$ cat src/hw/rtl/jsu_pkg.sv
// ----------------------------------------------------------------------------
// jsu_pkg
// Types and constants for the JSON string unescape / UTF-8 unit.
// ----------------------------------------------------------------------------
package jsu_pkg;

    typedef enum logic [1:0] {
        KIND_DATA = 2'd0,
        KIND_END  = 2'd1,
        KIND_ERR  = 2'd2
    } kind_t;

    typedef struct packed {
        logic [7:0] in_byte;
        logic       final_byte;
    } in_item_t;

    typedef struct packed {
        logic [7:0] out_byte;
        kind_t      kind;
        logic       run_last;
    } out_item_t;

    localparam logic [7:0] CH_QUOTE  = 8'h22;
    localparam logic [7:0] CH_BSLASH = 8'h5C;
    localparam logic [7:0] CH_U      = 8'h75;
    localparam logic [7:0] CH_N      = 8'h6E;
    localparam logic [7:0] CH_R      = 8'h72;
    localparam logic [7:0] CH_T      = 8'h74;
    localparam logic [7:0] CH_LF     = 8'h0A;
    localparam logic [7:0] CH_CR     = 8'h0D;
    localparam logic [7:0] CH_TAB    = 8'h09;

    localparam logic [7:0]  UTF8_LEAD2 = 8'hC0;
    localparam logic [7:0]  UTF8_LEAD3 = 8'hE0;
    localparam logic [7:0]  UTF8_CONT  = 8'h80;
    localparam logic [15:0] CP_2BYTE   = 16'h0080;
    localparam logic [15:0] CP_3BYTE   = 16'h0800;

endpackage

$ cat src/hw/rtl/jsu_stream_if.sv
// ----------------------------------------------------------------------------
// jsu_stream_if
// Valid/ready channel carrying one item of type T.
// ----------------------------------------------------------------------------
interface jsu_stream_if #(
    parameter type T = logic
);
    logic valid;
    logic ready;
    T     data;

    modport source (
        output valid,
        output data,
        input  ready
    );

    modport sink (
        input  valid,
        input  data,
        output ready
    );

endinterface

$ cat src/hw/rtl/json_string_unescape_utf8_unit.sv
// ----------------------------------------------------------------------------
// json_string_unescape_utf8_unit
// Unescapes a JSON string one source byte at a time and emits UTF-8 bytes
// plus end-of-string and missing-quote results.
// ----------------------------------------------------------------------------
//  channel  dir  payload                        item
//  rx       in   in_byte[8], final_byte[1]      one source byte
//  tx       out  out_byte[8], kind[2], run_last one result byte / marker
//
//  Each source byte yields 0 to 4 results; one result leaves per cycle
//  while tx.ready is high. One input byte is taken per cycle while it
//  yields at most one result and tx does not stall; an item with several
//  results (UTF-8 expansion, data plus end marker) holds the next item back
//  until its last result has left. A 2-entry input buffer gives a registered
//  rx.ready; results leave from a registered result bundle.
//  Reset puts the decoder in the wait-for-opening-quote state.
// ----------------------------------------------------------------------------
module json_string_unescape_utf8_unit
    import jsu_pkg::*;
(
    input  logic                clk,
    input  logic                rst_n,
    jsu_stream_if.sink          rx,
    jsu_stream_if.source        tx
);

    typedef enum logic [1:0] {
        MODE_WAIT = 2'd0,
        MODE_STR  = 2'd1,
        MODE_ESC  = 2'd2,
        MODE_HEX  = 2'd3
    } mode_t;

    localparam logic [1:0] FIFO_FULL = 2'd2;

    // input buffer
    in_item_t    fifo_reg [2];
    logic        wr_ptr_reg, wr_ptr_next;
    logic        rd_ptr_reg, rd_ptr_next;
    logic [1:0]  fifo_cnt_reg, fifo_cnt_next;

    // decoder state
    mode_t       mode_reg, mode_next;
    logic [1:0]  hex_cnt_reg, hex_cnt_next;
    logic [15:0] cp_reg, cp_next;

    // result bundle
    logic [7:0]  slot_byte_reg [4];
    kind_t       slot_kind_reg [4];
    logic [7:0]  slot_byte_next [4];
    kind_t       slot_kind_next [4];
    logic [2:0]  res_cnt_reg, res_cnt_next;
    logic [1:0]  idx_reg, idx_next;

    logic        push, pop, tx_fire, bundle_free, at_last;
    logic [1:0]  last_idx;
    in_item_t    head;

    // decode
    logic [7:0]  dat_b [3];
    logic [1:0]  dat_n;
    logic        first_err;
    logic        end_flag;
    logic [2:0]  total;
    logic [15:0] cp_shift;
    logic [15:0] utf_cp;
    logic        use_utf;
    logic [7:0]  c;
    logic        fin;

    function automatic logic [3:0] hex_value(input logic [7:0] h);
        logic [3:0] v;
        v = 4'd0;
        if (h inside {[8'h30:8'h39]})
            v = 4'(h - 8'h30);
        else if (h inside {[8'h61:8'h66]})
            v = 4'(h - 8'h57);
        else if (h inside {[8'h41:8'h46]})
            v = 4'(h - 8'h37);
        return v;
    endfunction

    function automatic logic [7:0] escape_map(input logic [7:0] e);
        logic [7:0] m;
        case (e)
            CH_N:    m = CH_LF;
            CH_R:    m = CH_CR;
            CH_T:    m = CH_TAB;
            default: m = e;
        endcase
        return m;
    endfunction

    assign head        = fifo_reg[rd_ptr_reg];
    assign c           = head.in_byte;
    assign fin         = head.final_byte;
    assign last_idx    = 2'(res_cnt_reg - 3'd1);
    assign at_last     = (idx_reg == last_idx);
    assign tx_fire     = tx.valid && tx.ready;
    assign bundle_free = (res_cnt_reg == 3'd0) || (tx_fire && at_last);
    assign pop         = (fifo_cnt_reg != 2'd0) && bundle_free;
    assign push        = rx.valid && rx.ready;

    assign rx.ready         = (fifo_cnt_reg != FIFO_FULL);
    assign tx.valid         = (res_cnt_reg != 3'd0);
    assign tx.data.out_byte = slot_byte_reg[idx_reg];
    assign tx.data.kind     = slot_kind_reg[idx_reg];
    assign tx.data.run_last = at_last;

    always_comb
    begin
        mode_next    = mode_reg;
        hex_cnt_next = hex_cnt_reg;
        cp_next      = cp_reg;
        dat_n        = 2'd0;
        first_err    = 1'b0;
        end_flag     = 1'b0;
        use_utf      = 1'b0;
        utf_cp       = 16'd0;
        dat_b[0]     = 8'd0;
        dat_b[1]     = 8'd0;
        dat_b[2]     = 8'd0;
        cp_shift     = {cp_reg[11:0], hex_value(c)};

        case (mode_reg)
            MODE_WAIT:
            begin
                if (c == CH_QUOTE)
                begin
                    mode_next = MODE_STR;
                    end_flag  = fin;
                end
                else
                begin
                    dat_n     = 2'd1;
                    first_err = 1'b1;
                end
            end
            MODE_STR:
            begin
                if (c == CH_QUOTE)
                    end_flag = 1'b1;
                else if (c == CH_BSLASH)
                begin
                    mode_next = MODE_ESC;
                    end_flag  = fin;
                end
                else
                begin
                    dat_n    = 2'd1;
                    dat_b[0] = c;
                    end_flag = fin;
                end
            end
            MODE_ESC:
            begin
                if (c == CH_U)
                begin
                    if (fin)
                    begin
                        use_utf  = 1'b1;
                        end_flag = 1'b1;
                    end
                    else
                    begin
                        mode_next    = MODE_HEX;
                        hex_cnt_next = 2'd0;
                        cp_next      = 16'd0;
                    end
                end
                else
                begin
                    dat_n     = 2'd1;
                    dat_b[0]  = escape_map(c);
                    mode_next = MODE_STR;
                    end_flag  = fin;
                end
            end
            default:
            begin
                if (hex_cnt_reg == 2'd3 || fin)
                begin
                    use_utf      = 1'b1;
                    utf_cp       = cp_shift;
                    hex_cnt_next = 2'd0;
                    cp_next      = 16'd0;
                    mode_next    = MODE_STR;
                    end_flag     = fin;
                end
                else
                begin
                    hex_cnt_next = hex_cnt_reg + 2'd1;
                    cp_next      = cp_shift;
                end
            end
        endcase

        if (use_utf)
        begin
            if (utf_cp < CP_2BYTE)
            begin
                dat_n    = 2'd1;
                dat_b[0] = utf_cp[7:0];
            end
            else if (utf_cp < CP_3BYTE)
            begin
                dat_n    = 2'd2;
                dat_b[0] = UTF8_LEAD2 | {3'd0, utf_cp[10:6]};
                dat_b[1] = UTF8_CONT | {2'd0, utf_cp[5:0]};
            end
            else
            begin
                dat_n    = 2'd3;
                dat_b[0] = UTF8_LEAD3 | {4'd0, utf_cp[15:12]};
                dat_b[1] = UTF8_CONT | {2'd0, utf_cp[11:6]};
                dat_b[2] = UTF8_CONT | {2'd0, utf_cp[5:0]};
            end
        end

        if (end_flag)
        begin
            mode_next    = MODE_WAIT;
            hex_cnt_next = 2'd0;
            cp_next      = 16'd0;
        end

        total = {1'b0, dat_n} + {2'd0, end_flag};

        for (int i = 0; i < 4; i++)
        begin
            slot_byte_next[i] = 8'd0;
            slot_kind_next[i] = KIND_DATA;
            if (i < 3 && 2'(i) < dat_n)
            begin
                slot_byte_next[i] = dat_b[i % 3];
                if (i == 0 && first_err)
                begin
                    slot_byte_next[i] = 8'd0;
                    slot_kind_next[i] = KIND_ERR;
                end
            end
            else if (end_flag && 3'(i) == {1'b0, dat_n})
                slot_kind_next[i] = KIND_END;
        end
    end

    always_comb
    begin
        wr_ptr_next   = push ? ~wr_ptr_reg : wr_ptr_reg;
        rd_ptr_next   = pop ? ~rd_ptr_reg : rd_ptr_reg;
        fifo_cnt_next = fifo_cnt_reg + {1'b0, push} - {1'b0, pop};
        res_cnt_next  = res_cnt_reg;
        idx_next      = idx_reg;
        if (pop)
        begin
            res_cnt_next = total;
            idx_next     = 2'd0;
        end
        else if (tx_fire)
        begin
            if (at_last)
            begin
                res_cnt_next = 3'd0;
                idx_next     = 2'd0;
            end
            else
                idx_next = idx_reg + 2'd1;
        end
    end

    always_ff @(posedge clk or negedge rst_n)
    begin
        if (!rst_n)
        begin
            wr_ptr_reg   <= 1'b0;
            rd_ptr_reg   <= 1'b0;
            fifo_cnt_reg <= 2'd0;
            mode_reg     <= MODE_WAIT;
            hex_cnt_reg  <= 2'd0;
            cp_reg       <= 16'd0;
            res_cnt_reg  <= 3'd0;
            idx_reg      <= 2'd0;
        end
        else
        begin
            wr_ptr_reg   <= wr_ptr_next;
            rd_ptr_reg   <= rd_ptr_next;
            fifo_cnt_reg <= fifo_cnt_next;
            res_cnt_reg  <= res_cnt_next;
            idx_reg      <= idx_next;
            if (pop)
            begin
                mode_reg    <= mode_next;
                hex_cnt_reg <= hex_cnt_next;
                cp_reg      <= cp_next;
            end
        end
    end

    always_ff @(posedge clk)
    begin
        if (push)
            fifo_reg[wr_ptr_reg] <= rx.data;
        if (pop)
        begin
            for (int i = 0; i < 4; i++)
            begin
                slot_byte_reg[i] <= slot_byte_next[i];
                slot_kind_reg[i] <= slot_kind_next[i];
            end
        end
    end

    a_fifo_bound: assert property (@(posedge clk) disable iff (!rst_n)
        fifo_cnt_reg <= FIFO_FULL)
        else $error("input buffer overrun");

    a_idx_in_range: assert property (@(posedge clk) disable iff (!rst_n)
        res_cnt_reg != 3'd0 |-> {1'b0, idx_reg} < res_cnt_reg)
        else $error("result index past bundle");

    a_end_resets: assert property (@(posedge clk) disable iff (!rst_n)
        pop && end_flag |=> mode_reg == MODE_WAIT && hex_cnt_reg == 2'd0
            && cp_reg == 16'd0)
        else $error("state not cleared after end of string");

    a_err_alone: assert property (@(posedge clk) disable iff (!rst_n)
        tx.valid && tx.data.kind == KIND_ERR |-> tx.data.run_last && idx_reg == 2'd0)
        else $error("error result shares a bundle");

    a_hex_mode: assert property (@(posedge clk) disable iff (!rst_n)
        hex_cnt_reg != 2'd0 |-> mode_reg == MODE_HEX)
        else $error("hex count outside hex escape");

endmodule

$ cat src/flat_wrapper.sv
// flat-port wrapper written by rule: the top's interface ports become plain ports
module json_string_unescape_utf8_unit_flat import jsu_pkg::*;
  (clk, rst_n, rx_valid, rx_data, rx_ready, tx_valid, tx_data, tx_ready);
  jsu_stream_if #(.T(in_item_t)) rx_i ();
  jsu_stream_if #(.T(out_item_t)) tx_i ();
  input  logic clk;
  input  logic rst_n;
  input wire logic [$bits(rx_i.valid)-1:0] rx_valid;
  input wire logic [$bits(rx_i.data)-1:0] rx_data;
  output wire logic [$bits(rx_i.ready)-1:0] rx_ready;
  output wire logic [$bits(tx_i.valid)-1:0] tx_valid;
  output wire logic [$bits(tx_i.data)-1:0] tx_data;
  input wire logic [$bits(tx_i.ready)-1:0] tx_ready;
  assign rx_i.valid = rx_valid;
  assign rx_i.data = rx_data;
  assign rx_ready = rx_i.ready;
  assign tx_valid = tx_i.valid;
  assign tx_data = tx_i.data;
  assign tx_i.ready = tx_ready;
  json_string_unescape_utf8_unit u_core (.clk(clk), .rst_n(rst_n), .rx(rx_i), .tx(tx_i));
endmodule
$ cat config.mk
export PLATFORM = sky130hd
export DESIGN_NAME = json_string_unescape_utf8_unit_flat
export DESIGN_NICKNAME = d
export VERILOG_FILES = /design/src/hw/rtl/jsu_pkg.sv /design/src/hw/rtl/jsu_stream_if.sv /design/src/hw/rtl/json_string_unescape_utf8_unit.sv /design/src/flat_wrapper.sv
export SDC_FILE = /design/constraint.sdc
export NUM_CORES = 1
export LEC_CHECK = 0
export BUFFER_PORTS_ARGS = -buffer_cell sky130_fd_sc_hd__buf_2
export CELL_PAD_IN_SITES_DETAIL_PLACEMENT = 1
export CELL_PAD_IN_SITES_GLOBAL_PLACEMENT = 2
export CORE_MARGIN = 4
export CORE_UTILIZATION = 28
export CTS_CLUSTER_DIAMETER = 30
export DETAILED_ROUTE_END_ITERATION = 7
export PLACE_DENSITY_LB_ADDON = 0.08
export SLEW_MARGIN = 20
export SYNTH_ARGS = -nofsm -noshare
export SYNTH_HDL_FRONTEND = slang
export SYNTH_SLANG_ARGS = --single-unit
$ cat constraint.sdc
create_clock -name clk -period 3 [get_ports clk]
set_input_delay 0.75 -clock clk [delete_from_list [all_inputs] [get_ports clk]]
set_output_delay 0.75 -clock clk [all_outputs]
set_load 0.1 [all_outputs]
Yosys cells after proc, flatten, opt, wreduce, memory -nomap -nowiden
Memories as Yosys holds them, arrays and structs flattened. Cells that the tools add are included.

Muxes and demuxes: 74. Bitwise operators: 2. $lt $le $gt $ge: 11. Equality and inequality tests: 21. Reductions and logical operators: 26. $add $sub $neg: 9.

Operators with widths (count): two-way mux 8 bit (9); two-way mux 12 bit (4); two-way mux 16 bit (3); two-way mux 2 bit (21); equality test 8 x 7 -> 1 bit (second input constant) (5); two-way mux 24 bit (1); case mux 12 bit (2 select lines) (1); case mux 8 bit (3 select lines) (1); two-way mux 1 bit (21); >= comparator 8 x 7 -> 1 bit (second input constant) (2); <= comparator 8 x 7 -> 1 bit (second input constant) (2); less-than comparator 16 x 12 -> 1 bit (second input constant) (1); less-than comparator 16 x 8 -> 1 bit (second input constant) (1); case mux 8 bit (2 select lines) (1); two-way mux 14 bit (1); two-way mux 4 bit (3); case mux 2 bit (3 select lines) (2); logical AND 1 bit (11); two-way mux 3 bit (3); inequality test 3 x 1 -> 1 bit (second input constant) (3); equality test 8 x 6 -> 1 bit (second input constant) (1); >= comparator 8 x 6 -> 1 bit (second input constant) (1); <= comparator 8 x 6 -> 1 bit (second input constant) (1); subtractor 4 x 3 -> 4 bit (second input constant) (2); 33 further kinds (42).

Bits of input ports: 13. Memories: 3. Bits in registers: 25. RAM bits: 58.

Memory list: u_core.slot_byte_reg (words 4, width 8, rd ports 1, clocked after memory_dff 0, wr ports 4, RTL line json_string_unescape_utf8_unit.sv:48) `logic [7:0] slot_byte_reg [4];`; u_core.fifo_reg (words 2, width 9, rd ports 1, clocked after memory_dff 0, wr ports 1, RTL line json_string_unescape_utf8_unit.sv:37) `in_item_t fifo_reg [2];`; u_core.slot_kind_reg (words 4, width 2, rd ports 1, clocked after memory_dff 0, wr ports 4, RTL line json_string_unescape_utf8_unit.sv:49) `kind_t slot_kind_reg [4];`.

Longest topological paths before layout
An unclocked memory read counts as a cell.

Depth in word-level cells: 16. Gate-level depth with buffers: 14. Gate-level depth less buffers: 11.

Worst setup path after synthesis
No wires, ideal clock.

Kind: reg-to-output. Start point: reg u_core.idx_reg[1]. End point: out tx_data[4]. Buffers on the path: 2. Setup slack: -810 ps. Required time: 2250 ps. Arrival time: 3060 ps. Stages on the path, launching flop included: 5. Cells stage by stage: dfrtp_1 buf_2 buf_1 mux2i_1 o21ai_0.

Word-level cells in the longest chain between the ends: 1.

Ends and longest elaborated chain: start: declaration (RTL line json_string_unescape_utf8_unit.sv:53) `logic [1:0] idx_reg, idx_next;`; start signal: assignment (RTL line json_string_unescape_utf8_unit.sv:290) `idx_reg <= idx_next;`; memory read (4 x 8 bit); end: declaration (RTL line flat_wrapper.sv:12) `output wire logic [$bits(tx_i.data)-1:0] tx_data;`.

No other way between the ends.

Worst setup path after layout
Start point: reg u_core.rd_ptr_reg. End point: reg u_core.res_cnt_reg[1].

Word-level cells in the longest chain between the ends: 14.

Ends and longest elaborated chain: start: declaration (RTL line json_string_unescape_utf8_unit.sv:39) `logic rd_ptr_reg, rd_ptr_next;`; start signal: assignment (RTL line json_string_unescape_utf8_unit.sv:287) `rd_ptr_reg <= rd_ptr_next;`; memory read (2 x 9 bit) *; >= comparator 8 x 7 -> 1 bit / <= comparator 8 x 7 -> 1 bit (equally long branches) (RTL line json_string_unescape_utf8_unit.sv:78) `else if (h inside {[8'h41:8'h46]})`; logical AND 1 bit (RTL line json_string_unescape_utf8_unit.sv:78); two-way mux 4 bit (RTL line json_string_unescape_utf8_unit.sv:78); two-way mux 4 bit (RTL line json_string_unescape_utf8_unit.sv:76) `else if (h inside {[8'h61:8'h66]})`; two-way mux 4 bit (RTL line json_string_unescape_utf8_unit.sv:74) `if (h inside {[8'h30:8'h39]})`; two-way mux 16 bit (RTL line json_string_unescape_utf8_unit.sv:181) `if (hex_cnt_reg == 2'd3 || fin)`; two-way mux 16 bit (RTL line json_string_unescape_utf8_unit.sv:125) `case (mode_reg)`; less-than comparator 16 x 12 -> 1 bit (RTL line json_string_unescape_utf8_unit.sv:205) `else if (utf_cp < CP_3BYTE)`; two-way mux 1 bit (RTL line json_string_unescape_utf8_unit.sv:205); two-way mux 2 bit (RTL line json_string_unescape_utf8_unit.sv:200) `if (utf_cp < CP_2BYTE)`; two-way mux 2 bit (RTL line json_string_unescape_utf8_unit.sv:198) `if (use_utf)`; adder 2 x 1 -> 3 bit * (RTL line json_string_unescape_utf8_unit.sv:227) `total = {1'b0, dat_n} + {2'd0, end_flag};`; two-way mux 3 bit * (RTL line json_string_unescape_utf8_unit.sv:254) `if (pop)`; end signal: assignment (RTL line json_string_unescape_utf8_unit.sv:289) `res_cnt_reg <= res_cnt_next;`; end: declaration (RTL line json_string_unescape_utf8_unit.sv:52) `logic [2:0] res_cnt_reg, res_cnt_next;`.

Mark *: on every way between the ends. The rest lies on a longest branch, timed or not. A chain may end at the register's enable or synchronous reset.

==> impl_metrics.ini <==
[outcome]
status = finished, final reports clean

[clock_tree]
cts-resized-gates = 0
numClockSinks = 70
cts-root-buf = clkbuf_16
cts_setup_buffers = 0
clock_path_buffers = 2
ctsHoldBuffers = 0
cts_buffers = 9
clk_latency_ps = 340
cts_tree = built
htreeDepth = 3
clkSlewWorstSetupHoldPaths_ps = 60

[global_routing]
grt.total_usage = 0.145
grt_pass1_vias = 3158
grt_max_degree = 33
grt_pass1_wl_um = 18200
antenna_found_initial = 0
grt.overflow.total = 0

[placed_design]
place_area_um2 = 4410
hpwl_um = 8680
gp_congestion = 0.766
io_buffers = 25

[final_layout]
drive_gt1_frac = 0.198
final_cell_area_um2 = 4680
finalNetCount = 433
fillers = 1557
diodes = 0
synthToLayoutAreaGrowth_pct = 17.8
largest_reg_flops = 22

[die]
std_cell_rows = 43
core_um2 = 13900
die_h_um = 127
start_util = 0.286
die_area_um2 = 16200
die_w_um = 127
pin_count = 26

[drt]
drt-total-wl_um = 11300
vias = 2968
wl_per_cell_um = 19.2
drtIter0Drc = 133
ant_nets = 0
drc = 0
first_pass_iters = 4
vias_per_cell = 5.03

[setup_path]
r2r-end = u_core.res_cnt_reg[1]
critPathKind = reg2reg
critPathLaunchType = flop
arrival_ps = 3060
required_ps = 3220
worstPathMaxFanout = 24
r2r_slack_ps = 160
crit_path_end = u_core.res_cnt_reg[1]
r2r_cells = 9
critPathLaunch = u_core.rd_ptr_reg
cp-end-kind = flop
r2r_start = u_core.rd_ptr_reg

[synth]
synth_top_cell_area_share = 0.340
synthFlopType = edfxtp_1
post_synth_most_frequent_cells = 45 x edfxtp_1, 26 x a21oi_1, 25 x dfrtp_1, 25 x nor2_1, 22 x nand2_1
async_flop_share = 0.357
ys_ff_latch = 70
ys_types = 55
yosys-top-cells-area = edfxtp_1 34%, dfrtp_1 16%, ha_1 4.7%
synth_edf_count = 45
syn_inst = 368
synth_nets = 396
synth_area_um2 = 3980
yosysTopAreaCell = edfxtp_1
yosysMostFrequentCell = edfxtp_1
synth_seq_area_share = 0.497
synth.avg_cell_area_um2 = 10.8
ys_warn_count = 0

[sta]
worst_pin_slew_ps = 777
fin_crit_sh = 0.945
grt_setup_unrepaired = yes
skew_ps = 6.69
drv_slew = 0
finalSetupViolations = 0
finalHoldViolCount = 0
post-route-min-period_ps = 2840
max_freq_ghz = 0.353
max_slew_margin = 0.480

[hold_path]
hold_class = in2async

[run]
maxCapViolCount = 0
-- worst min path at each step --
| stage | from | endpoint | slack, ps | cells past startpoint |
|---|---|---|---|---|
| final | rst_n | u_core.rd_ptr_reg | 460 | 1 |
| after global routing | rst_n | u_core.rd_ptr_reg | 510 | 1 |
| after CTS | rst_n | u_core.rd_ptr_reg | 470 | 1 |
| after detailed placement | u_core.res_cnt_reg[1] | u_core.res_cnt_reg[1] | 490 | 1 |
| after global placement | u_core.res_cnt_reg[2] | u_core.res_cnt_reg[2] | 480 | 1 |
| after floorplan | rst_n | u_core.cp_reg[0] | 450 | 0 |
-- metrics by stage --
step	worst slack [ps]	setup TNS, ps	utilization	std cells	hold slack, ps
after global placement	119	0	0.318	574	482
after floorplan	-723	-1510	-	368	454
after CTS	83.7	0	0.337	590	471
after detailed placement	109	0	0.318	574	490
final	164	0	0.337	590	457
after global routing	-55.9	-79.6	0.337	590	512
-- per-layer routing --
metal | up-vias | track usage | part of all wire
met3 | 13 | 0.0209 | 0.020
met1 | 1455 | 0.187 | 0.47
met4 | 0 | 0.0562 | 0.018
met2 | 35 | 0.248 | 0.49
li1 | 1465 | - | -
met5 | - | 0 | 0
-- area by class of cell --
type | instances | area [um2] | share of cell area
sequential | 70 | 1980 | 0.422
multi-input combinational | 265 | 1890 | 0.403
timing repair buffer | 41 | 258 | 0.0550
clock buffer | 12 | 246 | 0.0526
tap | 180 | 225 | 0.0481
inverter | 18 | 67.6 | 0.0144
clock inverter | 4 | 22.5 | 0.00481
-- worst max-delay path, cell delays in order (launching register included) --
cell	delay, ps
dfrtp_1	430
buf_4	290
and3b_1	260
a2bb2o_1	430
o21ai_1	320
a21o_1	230
a21oi_1	90
ha_1	200
ha_1	270
a22o_1	200
-- cell usage in the layout, fill, tap and decap left out, drive strengths merged, types with 12 or more instances in the layout --
cell type and instances:
inv 19, nand2 22, clkbuf 12, edfxtp 45, nor2 25, a22o 13
ha 15, mux2 12, dfrtp 25, a21oi 26, o21ai 21, buf 41
-- cells by family after synthesis --
| family | count (synthesis) | share of synthesized area |
|---|---|---|
| AO/OA/AOI/OAI | 107 | 0.181 |
| buffers and inverters | 33 | 0.0374 |
| adder cells (fa/ha/maj) | 15 | 0.0472 |
| flip-flops | 70 | 0.497 |
| multiplexers | 23 | 0.0648 |
| XOR/XNOR | 7 | 0.0154 |
| AND/OR/NAND/NOR | 113 | 0.157 |
Power is left out: the tool's default activity adds up to more than one toggle a clock period on the data nets, which glitch-free logic cannot reach.
